**config.mk**
```make
export PLATFORM = sky130hd
export DESIGN_NAME = pid_power_to_pwm_duty_top
export DESIGN_NICKNAME = d
export VERILOG_FILES = /design/src/hdl/pidpwm_pkg.sv /design/src/hdl/pidpwm_mac.sv /design/src/hdl/pidpwm_div.sv /design/src/hdl/pid_power_to_pwm_duty_top.sv
export VERILOG_INCLUDE_DIRS = /design/src /design/src/hdl
export SDC_FILE = /design/constraint.sdc
export NUM_CORES = 1
export LEC_CHECK = 0
export ABC_AREA = 1
export BUFFER_PORTS_ARGS = -buffer_cell sky130_fd_sc_hd__buf_2
export CORE_UTILIZATION = 60
export DETAILED_ROUTE_END_ITERATION = 10
export PLACE_DENSITY = 0.77
export SETUP_SLACK_MARGIN = 0.5
export SYNTH_ARGS = -nofsm -noshare
export SYNTH_HDL_FRONTEND = slang
export SYNTH_SLANG_ARGS = --single-unit
```
**constraint.sdc**
```tcl
create_clock -name clk -period 4.9 [get_ports clk]
set_input_delay 0.245 -clock clk [delete_from_list [all_inputs] [get_ports clk]]
set_output_delay 0.245 -clock clk [all_outputs]
set_load 0.02 [all_outputs]
```
**src/hdl/pid_power_to_pwm_duty_top_macros.svh**
```systemverilog
// ----------------------------------------------------------------------------
// PID power-to-PWM assertion macros
// Shared concurrent assertion forms, clocked on clk and disabled in reset.
// ----------------------------------------------------------------------------
`ifndef PID_POWER_TO_PWM_DUTY_TOP_MACROS_SVH
`define PID_POWER_TO_PWM_DUTY_TOP_MACROS_SVH

// same-cycle implication
`define PIDPWM_ASSERT_IMPL(label, ante, cons, msg) \
    label: assert property (@(posedge clk) disable iff (!rst_n) (ante) |-> (cons)) \
        else $error(msg);

// next-cycle implication
`define PIDPWM_ASSERT_NEXT(label, ante, cons, msg) \
    label: assert property (@(posedge clk) disable iff (!rst_n) (ante) |=> (cons)) \
        else $error(msg);

`endif

```
**src/hdl/pidpwm_pkg.sv**
```systemverilog
// ----------------------------------------------------------------------------
// PID power-to-PWM package
// Field widths, accumulator limits, reset values and register indexes.
// ----------------------------------------------------------------------------
package pidpwm_pkg;

    localparam int GAIN_W     = 8;
    localparam int SAMPLE_W   = 16;
    localparam int DIFF_W     = SAMPLE_W + 1;
    localparam int SUM_W      = 32;
    localparam int Y_W        = 42;
    localparam int OFFSET_W   = 12;
    localparam int HEAT_OUT_W = 12;
    localparam int DUTY_OUT_W = 11;
    localparam int CFG_ADDR_W = 2;
    localparam int CFG_DATA_W = 12;

    localparam logic [SUM_W-1:0] SUM_MAX = 32'h7FFF_FFFF;

    localparam logic [GAIN_W-1:0]   GAIN_PROP_RST    = 8'd1;
    localparam logic [GAIN_W-1:0]   GAIN_INTEG_RST   = 8'd0;
    localparam logic [GAIN_W-1:0]   GAIN_DERIV_RST   = 8'd0;
    localparam logic [OFFSET_W-1:0] POWER_OFFSET_RST = 12'd300;

    typedef enum logic [CFG_ADDR_W-1:0] {
        CFG_GAIN_PROP    = 2'd0,
        CFG_GAIN_INTEG   = 2'd1,
        CFG_GAIN_DERIV   = 2'd2,
        CFG_POWER_OFFSET = 2'd3
    } cfg_index_t;

endpackage

```
**src/hdl/pidpwm_mac.sv**
```systemverilog
// ----------------------------------------------------------------------------
// PID bit-serial multiply-accumulate
// Forms kp*e + ki*sum + kd*diff, one gain bit per cycle, three terms in turn.
// ----------------------------------------------------------------------------
module pidpwm_mac (
    input  logic                                      clk,
    input  logic                                      rst_n,
    input  logic                                      start,
    input  logic signed [pidpwm_pkg::SAMPLE_W-1:0]    sample,
    input  logic        [pidpwm_pkg::SUM_W-1:0]       integ,
    input  logic signed [pidpwm_pkg::DIFF_W-1:0]      diff,
    input  logic        [pidpwm_pkg::GAIN_W-1:0]      gain_prop,
    input  logic        [pidpwm_pkg::GAIN_W-1:0]      gain_integ,
    input  logic        [pidpwm_pkg::GAIN_W-1:0]      gain_deriv,
    output logic                                      done,
    output logic signed [pidpwm_pkg::Y_W-1:0]         y
);
    import pidpwm_pkg::*;

    localparam int BIT_CNT_W = $clog2(GAIN_W);
    localparam logic [BIT_CNT_W-1:0] BIT_LAST = BIT_CNT_W'(GAIN_W - 1);

    typedef enum logic [2:0] {
        TERM_P = 3'b001,
        TERM_I = 3'b010,
        TERM_D = 3'b100
    } term_t;

    term_t                  term_reg, term_next;
    logic                   busy_reg, busy_next;
    logic                   done_reg, done_next;
    logic [BIT_CNT_W-1:0]   bit_cnt_reg, bit_cnt_next;
    logic signed [Y_W-1:0]  acc_reg, acc_next;
    logic signed [Y_W-1:0]  mcand_reg, mcand_next;
    logic [GAIN_W-1:0]      mult_reg, mult_next;
    logic [SUM_W-1:0]       integ_reg, integ_next;
    logic signed [DIFF_W-1:0] diff_reg, diff_next;
    logic [GAIN_W-1:0]      gi_reg, gi_next;
    logic [GAIN_W-1:0]      gd_reg, gd_next;

    always_comb
    begin
        term_next    = term_reg;
        busy_next    = busy_reg;
        done_next    = 1'b0;
        bit_cnt_next = bit_cnt_reg;
        acc_next     = acc_reg;
        mcand_next   = mcand_reg;
        mult_next    = mult_reg;
        integ_next   = integ_reg;
        diff_next    = diff_reg;
        gi_next      = gi_reg;
        gd_next      = gd_reg;

        if (start)
        begin
            acc_next     = '0;
            mcand_next   = {{(Y_W-SAMPLE_W){sample[SAMPLE_W-1]}}, sample};
            mult_next    = gain_prop;
            integ_next   = integ;
            diff_next    = diff;
            gi_next      = gain_integ;
            gd_next      = gain_deriv;
            term_next    = TERM_P;
            bit_cnt_next = '0;
            busy_next    = 1'b1;
        end
        else if (busy_reg)
        begin
            if (mult_reg[0])
            begin
                acc_next = acc_reg + mcand_reg;
            end
            mcand_next   = mcand_reg << 1;
            mult_next    = mult_reg >> 1;
            bit_cnt_next = bit_cnt_reg + 1'b1;

            // last gain bit of this term: load the next term's operands, or finish after the D term
            if (bit_cnt_reg == BIT_LAST)
            begin
                bit_cnt_next = '0;
                unique case (term_reg)
                    TERM_P:
                    begin
                        term_next  = TERM_I;
                        mcand_next = {{(Y_W-SUM_W){1'b0}}, integ_reg};
                        mult_next  = gi_reg;
                    end
                    TERM_I:
                    begin
                        term_next  = TERM_D;
                        mcand_next = {{(Y_W-DIFF_W){diff_reg[DIFF_W-1]}}, diff_reg};
                        mult_next  = gd_reg;
                    end
                    TERM_D:
                    begin
                        busy_next = 1'b0;
                        done_next = 1'b1;
                    end
                    default:
                    begin
                        busy_next = 1'b0;
                    end
                endcase
            end
        end
    end

    always_ff @(posedge clk or negedge rst_n)
    begin
        if (!rst_n)
        begin
            term_reg    <= TERM_P;
            busy_reg    <= 1'b0;
            done_reg    <= 1'b0;
            bit_cnt_reg <= '0;
        end
        else
        begin
            term_reg    <= term_next;
            busy_reg    <= busy_next;
            done_reg    <= done_next;
            bit_cnt_reg <= bit_cnt_next;
        end
    end

    always_ff @(posedge clk)
    begin
        acc_reg   <= acc_next;
        mcand_reg <= mcand_next;
        mult_reg  <= mult_next;
        integ_reg <= integ_next;
        diff_reg  <= diff_next;
        gi_reg    <= gi_next;
        gd_reg    <= gd_next;
    end

    assign done = done_reg;
    assign y    = acc_reg;

endmodule

```
**src/hdl/pidpwm_div.sv**
```systemverilog
// ----------------------------------------------------------------------------
// PID constant divider
// Restoring division by a fixed divisor, one quotient bit per cycle.
// ----------------------------------------------------------------------------
module pidpwm_div #(
    parameter int DVD_W   = 23,
    parameter int Q_W     = 11,
    parameter int DIVISOR = 3000
) (
    input  logic             clk,
    input  logic             rst_n,
    input  logic             start,
    input  logic [DVD_W-1:0] dividend,
    output logic             done,
    output logic [Q_W-1:0]   quotient
);
    import pidpwm_pkg::*;

    localparam int DVS_W = $clog2(DIVISOR + 1);
    localparam int CNT_W = $clog2(DVD_W + 1);
    localparam logic [DVS_W:0]   DVS_EXT   = (DVS_W+1)'(DIVISOR);
    localparam logic [CNT_W-1:0] CNT_START = CNT_W'(DVD_W);
    localparam logic [CNT_W-1:0] CNT_LAST  = CNT_W'(1);

    logic             busy_reg, busy_next;
    logic             done_reg, done_next;
    logic [CNT_W-1:0] cnt_reg, cnt_next;
    logic [DVS_W-1:0] rem_reg, rem_next;
    logic [DVD_W-1:0] dvd_reg, dvd_next;   // dividend shifts out, quotient in
    logic [DVS_W:0]   trial;
    logic             q_bit;

    assign trial = {rem_reg, dvd_reg[DVD_W-1]};
    assign q_bit = (trial >= DVS_EXT);

    always_comb
    begin
        busy_next = busy_reg;
        done_next = 1'b0;
        cnt_next  = cnt_reg;
        rem_next  = rem_reg;
        dvd_next  = dvd_reg;

        if (start)
        begin
            busy_next = 1'b1;
            cnt_next  = CNT_START;
            rem_next  = '0;
            dvd_next  = dividend;
        end
        else if (busy_reg)
        begin
            if (q_bit)
            begin
                rem_next = DVS_W'(trial - DVS_EXT);
            end
            else
            begin
                rem_next = DVS_W'(trial);
            end
            dvd_next = {dvd_reg[DVD_W-2:0], q_bit};
            cnt_next = cnt_reg - 1'b1;
            if (cnt_reg == CNT_LAST)
            begin
                busy_next = 1'b0;
                done_next = 1'b1;
            end
        end
    end

    always_ff @(posedge clk or negedge rst_n)
    begin
        if (!rst_n)
        begin
            busy_reg <= 1'b0;
            done_reg <= 1'b0;
            cnt_reg  <= '0;
        end
        else
        begin
            busy_reg <= busy_next;
            done_reg <= done_next;
            cnt_reg  <= cnt_next;
        end
    end

    always_ff @(posedge clk)
    begin
        rem_reg <= rem_next;
        dvd_reg <= dvd_next;
    end

    assign done     = done_reg;
    assign quotient = dvd_reg[Q_W-1:0];

endmodule

```
**src/hdl/pid_power_to_pwm_duty_top.sv**
```systemverilog
// ----------------------------------------------------------------------------
// PID power-to-PWM duty controller
// Flow: a sample is accepted only in IDLE and passes the serial gain-bit MAC
//   and the serial duty divider; no new sample is taken until the result is
//   parked in the output register, and parking waits while it is full and unread.
// Reset: async active low; gains 1/0/0, offset 300, integral and last sample 0.
// ----------------------------------------------------------------------------
`include "pid_power_to_pwm_duty_top_macros.svh"

module pid_power_to_pwm_duty_top #(
    parameter int MAX_LOAD   = 3000,
    parameter int DUTY_RANGE = 1024
) (
    input  logic                                        clk,
    input  logic                                        rst_n,
    // configuration write port
    input  logic                                        cfg_wr_en,
    input  logic        [pidpwm_pkg::CFG_ADDR_W-1:0]    cfg_addr,
    input  logic        [pidpwm_pkg::CFG_DATA_W-1:0]    cfg_wdata,
    // sample channel
    input  logic                                        sample_valid,
    output logic                                        sample_ready,
    input  logic signed [pidpwm_pkg::SAMPLE_W-1:0]      grid_power,
    // result channel
    output logic                                        result_valid,
    input  logic                                        result_ready,
    output logic        [pidpwm_pkg::HEAT_OUT_W-1:0]    heater_power,
    output logic        [pidpwm_pkg::DUTY_OUT_W-1:0]    pwm_duty
);
    import pidpwm_pkg::*;

    // Heater power fits HEAT_W bits after the clamp; the duty product
    // heat * DUTY_RANGE fits PROD_W bits; the quotient never exceeds DUTY_RANGE.
    localparam int HEAT_W = $clog2(MAX_LOAD + 1);
    localparam int RANGE_W = $clog2(DUTY_RANGE + 1);
    localparam int PROD_W = HEAT_W + RANGE_W;

    localparam logic [HEAT_W-1:0]   HEAT_MAX   = HEAT_W'(MAX_LOAD);
    localparam logic [Y_W:0]        HSUM_LIMIT = (Y_W+1)'(MAX_LOAD);
    localparam logic [SAMPLE_W:0]   WIN_LIMIT  = (SAMPLE_W+1)'(MAX_LOAD);
    localparam logic [PROD_W-1:0]   RANGE_EXT  = PROD_W'(DUTY_RANGE);

    // Item flow: accept in IDLE, start MAC, wait, start divider, wait,
    // then park the result in the output register once it is free or being read.
    typedef enum logic [5:0] {
        S_IDLE = 6'b000001,
        S_LOAD = 6'b000010,
        S_MAC  = 6'b000100,
        S_DIVS = 6'b001000,
        S_DIV  = 6'b010000,
        S_WB   = 6'b100000
    } state_t;

    state_t state_reg, state_next;

    // configuration
    logic [GAIN_W-1:0]   gain_prop_reg, gain_prop_next;
    logic [GAIN_W-1:0]   gain_integ_reg, gain_integ_next;
    logic [GAIN_W-1:0]   gain_deriv_reg, gain_deriv_next;
    logic [OFFSET_W-1:0] power_offset_reg, power_offset_next;

    // controller state
    logic [SUM_W-1:0]           sum_reg, sum_next;
    logic signed [SAMPLE_W-1:0] prev_reg, prev_next;

    // per-item operands and intermediate results
    logic signed [SAMPLE_W-1:0] sample_reg, sample_next;
    logic signed [DIFF_W-1:0]   diff_reg, diff_next;
    logic [HEAT_W-1:0]          heat_reg, heat_next;

    // output register
    logic                    result_valid_reg, result_valid_next;
    logic [HEAT_OUT_W-1:0]   heater_power_reg, heater_power_next;
    logic [DUTY_OUT_W-1:0]   pwm_duty_reg, pwm_duty_next;

    // sample-side arithmetic
    logic              in_window;
    logic [SUM_W:0]    sum_add;
    logic [SUM_W-1:0]  sum_sat;

    // PID output and heater clamp
    logic                  mac_done;
    logic signed [Y_W-1:0] mac_y;
    logic [Y_W-1:0]        y_mag;
    logic [Y_W:0]          hsum;
    logic [HEAT_W-1:0]     heat_calc;

    // duty division
    logic                  div_done;
    logic [PROD_W-1:0]     dividend;
    logic [RANGE_W-1:0]    quotient;

    // ------------------------------------------------------------------------
    // Configuration writes: user writes only while idle; not enforced.
    // ------------------------------------------------------------------------
    always_comb
    begin
        gain_prop_next    = gain_prop_reg;
        gain_integ_next   = gain_integ_reg;
        gain_deriv_next   = gain_deriv_reg;
        power_offset_next = power_offset_reg;
        if (cfg_wr_en)
        begin
            unique case (cfg_index_t'(cfg_addr))
                CFG_GAIN_PROP:    gain_prop_next    = cfg_wdata[GAIN_W-1:0];
                CFG_GAIN_INTEG:   gain_integ_next   = cfg_wdata[GAIN_W-1:0];
                CFG_GAIN_DERIV:   gain_deriv_next   = cfg_wdata[GAIN_W-1:0];
                CFG_POWER_OFFSET: power_offset_next = cfg_wdata[OFFSET_W-1:0];
                default:          gain_prop_next    = gain_prop_reg;
            endcase
        end
    end

    // ------------------------------------------------------------------------
    // Integral window: 0 < sample < MAX_LOAD. The sum only ever grows and
    // saturates at the largest 32-bit signed value, so its top bit stays 0.
    // ------------------------------------------------------------------------
    assign in_window = !grid_power[SAMPLE_W-1] && (grid_power != '0) &&
                       ({2'b00, grid_power[SAMPLE_W-2:0]} < WIN_LIMIT);
    assign sum_add   = {1'b0, sum_reg} + (SUM_W+1)'(grid_power[SAMPLE_W-2:0]);
    assign sum_sat   = (sum_add > {1'b0, SUM_MAX}) ? SUM_MAX : sum_add[SUM_W-1:0];

    // ------------------------------------------------------------------------
    // Heater demand: zero for a non-negative PID value, otherwise
    // -y + offset clamped to MAX_LOAD.
    // ------------------------------------------------------------------------
    assign y_mag = ~mac_y + 1'b1;
    assign hsum  = {1'b0, y_mag} + (Y_W+1)'(power_offset_reg);

    always_comb
    begin
        if (!mac_y[Y_W-1])
        begin
            heat_calc = '0;
        end
        else if (hsum > HSUM_LIMIT)
        begin
            heat_calc = HEAT_MAX;
        end
        else
        begin
            heat_calc = hsum[HEAT_W-1:0];
        end
    end

    // constant multiply; the divider registers the product on start
    assign dividend = PROD_W'(heat_reg) * RANGE_EXT;

    // ------------------------------------------------------------------------
    // Sequencer
    // ------------------------------------------------------------------------
    always_comb
    begin
        state_next        = state_reg;
        sum_next          = sum_reg;
        prev_next         = prev_reg;
        sample_next       = sample_reg;
        diff_next         = diff_reg;
        heat_next         = heat_reg;
        result_valid_next = result_valid_reg;
        heater_power_next = heater_power_reg;
        pwm_duty_next     = pwm_duty_reg;

        if (result_valid_reg && result_ready)
        begin
            result_valid_next = 1'b0;
        end

        unique case (state_reg)
            S_IDLE:
            begin
                if (sample_valid)
                begin
                    sample_next = grid_power;
                    diff_next   = {grid_power[SAMPLE_W-1], grid_power} -
                                  {prev_reg[SAMPLE_W-1], prev_reg};
                    prev_next   = grid_power;
                    if (in_window)
                    begin
                        sum_next = sum_sat;
                    end
                    state_next = S_LOAD;
                end
            end
            S_LOAD:
            begin
                state_next = S_MAC;
            end
            S_MAC:
            begin
                if (mac_done)
                begin
                    heat_next  = heat_calc;
                    state_next = S_DIVS;
                end
            end
            S_DIVS:
            begin
                state_next = S_DIV;
            end
            S_DIV:
            begin
                if (div_done)
                begin
                    state_next = S_WB;
                end
            end
            S_WB:
            begin
                // output register free, or being emptied this cycle
                if (!result_valid_reg || result_ready)
                begin
                    result_valid_next = 1'b1;
                    heater_power_next = HEAT_OUT_W'(heat_reg);
                    pwm_duty_next     = DUTY_OUT_W'(quotient);
                    state_next        = S_IDLE;
                end
            end
            default:
            begin
                state_next = S_IDLE;
            end
        endcase
    end

    always_ff @(posedge clk or negedge rst_n)
    begin
        if (!rst_n)
        begin
            state_reg        <= S_IDLE;
            gain_prop_reg    <= GAIN_PROP_RST;
            gain_integ_reg   <= GAIN_INTEG_RST;
            gain_deriv_reg   <= GAIN_DERIV_RST;
            power_offset_reg <= POWER_OFFSET_RST;
            sum_reg          <= '0;
            prev_reg         <= '0;
            result_valid_reg <= 1'b0;
        end
        else
        begin
            state_reg        <= state_next;
            gain_prop_reg    <= gain_prop_next;
            gain_integ_reg   <= gain_integ_next;
            gain_deriv_reg   <= gain_deriv_next;
            power_offset_reg <= power_offset_next;
            sum_reg          <= sum_next;
            prev_reg         <= prev_next;
            result_valid_reg <= result_valid_next;
        end
    end

    always_ff @(posedge clk)
    begin
        sample_reg       <= sample_next;
        diff_reg         <= diff_next;
        heat_reg         <= heat_next;
        heater_power_reg <= heater_power_next;
        pwm_duty_reg     <= pwm_duty_next;
    end

    // ------------------------------------------------------------------------
    // Serial units
    // ------------------------------------------------------------------------
    pidpwm_mac u_mac (
        .clk        (clk),
        .rst_n      (rst_n),
        .start      (state_reg == S_LOAD),
        .sample     (sample_reg),
        .integ      (sum_reg),
        .diff       (diff_reg),
        .gain_prop  (gain_prop_reg),
        .gain_integ (gain_integ_reg),
        .gain_deriv (gain_deriv_reg),
        .done       (mac_done),
        .y          (mac_y)
    );

    pidpwm_div #(
        .DVD_W   (PROD_W),
        .Q_W     (RANGE_W),
        .DIVISOR (MAX_LOAD)
    ) u_div (
        .clk      (clk),
        .rst_n    (rst_n),
        .start    (state_reg == S_DIVS),
        .dividend (dividend),
        .done     (div_done),
        .quotient (quotient)
    );

    assign sample_ready = (state_reg == S_IDLE);
    assign result_valid = result_valid_reg;
    assign heater_power = heater_power_reg;
    assign pwm_duty     = pwm_duty_reg;

    // ------------------------------------------------------------------------
    // Assertions
    // ------------------------------------------------------------------------
    `PIDPWM_ASSERT_IMPL(a_sum_nonneg, 1'b1, !sum_reg[SUM_W-1], "integral went negative")
    `PIDPWM_ASSERT_IMPL(a_mac_done_state, mac_done, state_reg == S_MAC, "MAC done out of step")
    `PIDPWM_ASSERT_IMPL(a_heat_clamped, state_reg == S_WB, heat_reg <= HEAT_MAX, "heat above max load")
    `PIDPWM_ASSERT_NEXT(a_div_to_wb, div_done && state_reg == S_DIV, state_reg == S_WB, "no writeback after divide")

endmodule
```
==> results.toml <==
[pwr]
p_seq_share_pct = 31.5
power.switching_w = 0.00811
switching_share_pct = 45.5
pwr-share-comb_pct = 50.1
internal-power_w = 0.00973
powerDensity_nw_per_um2 = 740
peakVddDrop_mv = 0.411
clkPwrFrac_pct = 18.3
p_leak_nw = 10.9

[clock_network]
cts_buffers = 41
htree_levels = 2
cts_tree = "done"
clk_pin_slew_worst_paths_ns = 0.06
root_buffer = "clkbuf_16"
cts_sinks = 366
clk_latency_ns = 0.56
ctsLongestPathBuffers = 3

[floorplan]
rows = 69
die_y_um = 192
start_util_pct = 60.9
die_x_um = 192
core_region_area_um2 = 35500
dieArea_um2 = 36800
io-pin-count = 60

[logic_synthesis]
syn-cell-area_um2 = 21600
yosys-top-cells-area = "edfxtp_1 (27%), dfrtp_1 (11%), nand2_1 (11%), dfxtp_1 (6.0%), inv_1 (5.8%)"
synth.distinct_cells = 59
yosysSeqAreaShare_pct = 45.5
yosys.area.top_type = "edfxtp_1"
synth_cells = 2642
synth-warning-count = 0
yosysTopAreaCellShare_pct = 27.1
syn_nets = 2773
synth-seq-cells = 366
syn_avg_cell_area_um2 = 8.17

[final_layout]
layout_common_cells = "nand2_1 (609), inv_1 (334), nor2_1 (256)"
n_antenna_cell = 0
nets = 2864
fillers = 2842
syn_to_final_growth_pct = 11.6
final_common_cell = "nand2_1"
drive_gt1_share_pct = 10.5

[setup_path]
timing.rr.end = "heat_reg[4]$_SDFFCE_PN0P_"
worstSetupStartpointType = "register"
worstSetupPathType = "register to register"
required_ns = 5.22
r2r_setup_slack_ns = 0.86
endpoint_kind = "register"
rr_worst_depth = 27
cp_data_arrival_time_ns = 4.36
cp_max_fo = 10
reg2reg_from = "u_mac.y[1]$_SDFFE_PP0P_"
worstSetupStartpoint = "u_mac.y[1]$_SDFFE_PP0P_"

[placement]
hpwl_mm = 40.4
dp_worst_setup_slack_ns = 0.840
io_buffers = 59
place.gp.congestion = 0.983

[sta]
max_freq_ghz = 0.247
finalCriticalPeriod_ns = 4.04
final.setup.worst_slack_ns = 0.860
finClkSkew_ns = 0.0201
slew_headroom_pct = 23.2
tightest_slew_ns = 1.15
rsz0062_at_grt = "false"
final.setup.tns_ns = 0
period_share_pct = 82.5
maxSlewViolCount = 0
setup_violations = 0
hold_violations = 0

[grt]
track_usage_pct = 30.0
grt_pass1_vias = 17603
overflow = 0
grt_max_degree = 60
grt_antenna_before_repair = 0
grt_pass1_wl_mm = 87.4

[detailed_routing]
drc = 0
drt_iter0_markers = 1292
ant_nets = 0
first_pass_iters = 5
drt-total-wl_mm = 54.3
vias = 18341
post_drt_wl_per_cell_um = 16.8
vias_per_cell = 5.69

[min_path]
min_path_type = "primary input to register"
whs_endpoint = "power_offset_reg[3]$_DFFE_PN1P_"
hold_start = "cfg_wdata[3]"
whs_path_depth = 3

[run]
max-cap-violations = 0

[status]
status = "finished, final reports clean"
==> per-layer routing <==
layer	track usage, %	wire length (um)	part of all wire, %
met1	38.7	23600	43
met5	0	0	0
met4	9.68	1300	2.4
met3	3.91	2720	5.0
met2	52.0	26700	49
==> synthesized netlist by cell type (all sizes together) <==
master and instances:
edfxtp 195, o32ai 1, dfrtp 99, a22o 32, ha 92, inv 351, nor4 15, o221ai 3
or2 14, and3 5, o21ai 169, o211ai 45, o22ai 2, nand3 178, a31oi 18, nand4 44
buf 6, dfxtp 65, a21oi 131, clkbuf 46, o21a 5, a211oi 8, nand2 641, nor3 22
fa 4, o21bai 5, a221oi 9, xor2 44, a21boi 3, nor3b 1, a22oi 18, clkinv 6
nand3b 8, nor2 312, or3 1, xnor2 26, a21o 2, dfstp 7, mux2 4, o2111ai 3
o31ai 2
==> logic make-up after synthesis <==
| logic type | synth area share, % |
|---|---|
| adder cells (fa/ha/maj) | 5.70 |
| buffers and inverters | 7.15 |
| AO/OA/AOI/OAI | 12.6 |
| multiplexers | 0.209 |
| AND/OR/NAND/NOR | 26.0 |
| XOR/XNOR | 2.87 |
| flip-flops | 45.5 |
==> layout make-up <==
type | count | area, um^2 | area share [%]
Clock inverter | 22 | 287 | 1.19
Tap cell | 461 | 577 | 2.39
Multi-Input combinational cell | 1867 | 10300 | 42.5
Sequential cell | 366 | 9820 | 40.7
Inverter | 357 | 1340 | 5.56
Timing Repair Buffer | 100 | 663 | 2.75
Clock buffer | 53 | 1170 | 4.84
==> what timing repair did <==
item	in CTS	in global routing
gates resized for setup	0	1
endpoints found under the hold margin	73	0
buffers inserted	0	3
hold buffers	23	0
setup endpoints to repair	0	12
==> power by group through the flow <==
| stage | clock, W | combinational [W] | sequential (W) |
|---|---|---|---|
| 2_1_floorplan | 0 | 0.00681 | 0.00528 |
| 6_report | 0.00327 | 0.00894 | 0.00562 |
| 3_3_place_gp | 0 | 0.00856 | 0.00559 |
| 3_5_place_dp | 0 | 0.00874 | 0.00564 |
| 5_1_grt | 0.00342 | 0.0100 | 0.00573 |
| 4_1_cts | 0.00331 | 0.00883 | 0.00559 |
==> worst max-delay path by stage <==
| stage | to | slack, ns |
|---|---|---|
| after floorplan | u_mac.diff_reg[0]$_DFFE_PP_ | 1.11 |
| after global placement | heat_reg[4]$_SDFFCE_PN0P_ | 0.98 |
| after detailed placement | heat_reg[3]$_SDFFCE_PN0P_ | 0.84 |
| after CTS | heat_reg[3]$_SDFFCE_PN0P_ | 0.83 |
| after global routing | heat_reg[3]$_SDFFCE_PN0P_ | 0.53 |
| final | heat_reg[4]$_SDFFCE_PN0P_ | 0.86 |
==> per-stage QoR <==
stage / cell area [um^2] / power [W] / util [%] / hold WS, ns / std cells
2_1_floorplan: 21600 / 0.0121 / - / -0.0506 / 2642
3_3_place_gp: 22400 / 0.0142 / 63.1 / 0.310 / 3125
3_5_place_dp: 22400 / 0.0144 / 63.1 / 0.313 / 3125
4_1_cts: 24100 / 0.0177 / 67.9 / 0.0232 / 3223
5_1_grt: 24100 / 0.0192 / 67.9 / 0.0700 / 3226
6_report: 24100 / 0.0178 / 67.9 / 0.0376 / 3226
==> worst max-delay path, stage by stage, from the launching register on <==
cell and delay, ns:
dfxtp_1 0.34, inv_1 0.11, ha_1 0.26, nand2_4 0.14
nor2_8 0.23, nand2_2 0.10, xor2_1 0.15, ha_1 0.34
nand2_1 0.11, inv_1 0.05, a21oi_1 0.16, nand2_1 0.09
nor2_1 0.29, nor2_1 0.09, nor2_1 0.26, nor2_1 0.10
nand2_1 0.09, nand2_1 0.05, nand2_1 0.06, nand2_1 0.05
nor2_1 0.08, nand2_1 0.05, nor2_1 0.09, nand2_1 0.12
nor2_8 0.17, nand4_1 0.11, nand2_1 0.08, inv_1 0.04
No activity file was read; power rests on OpenSTA's default activity.
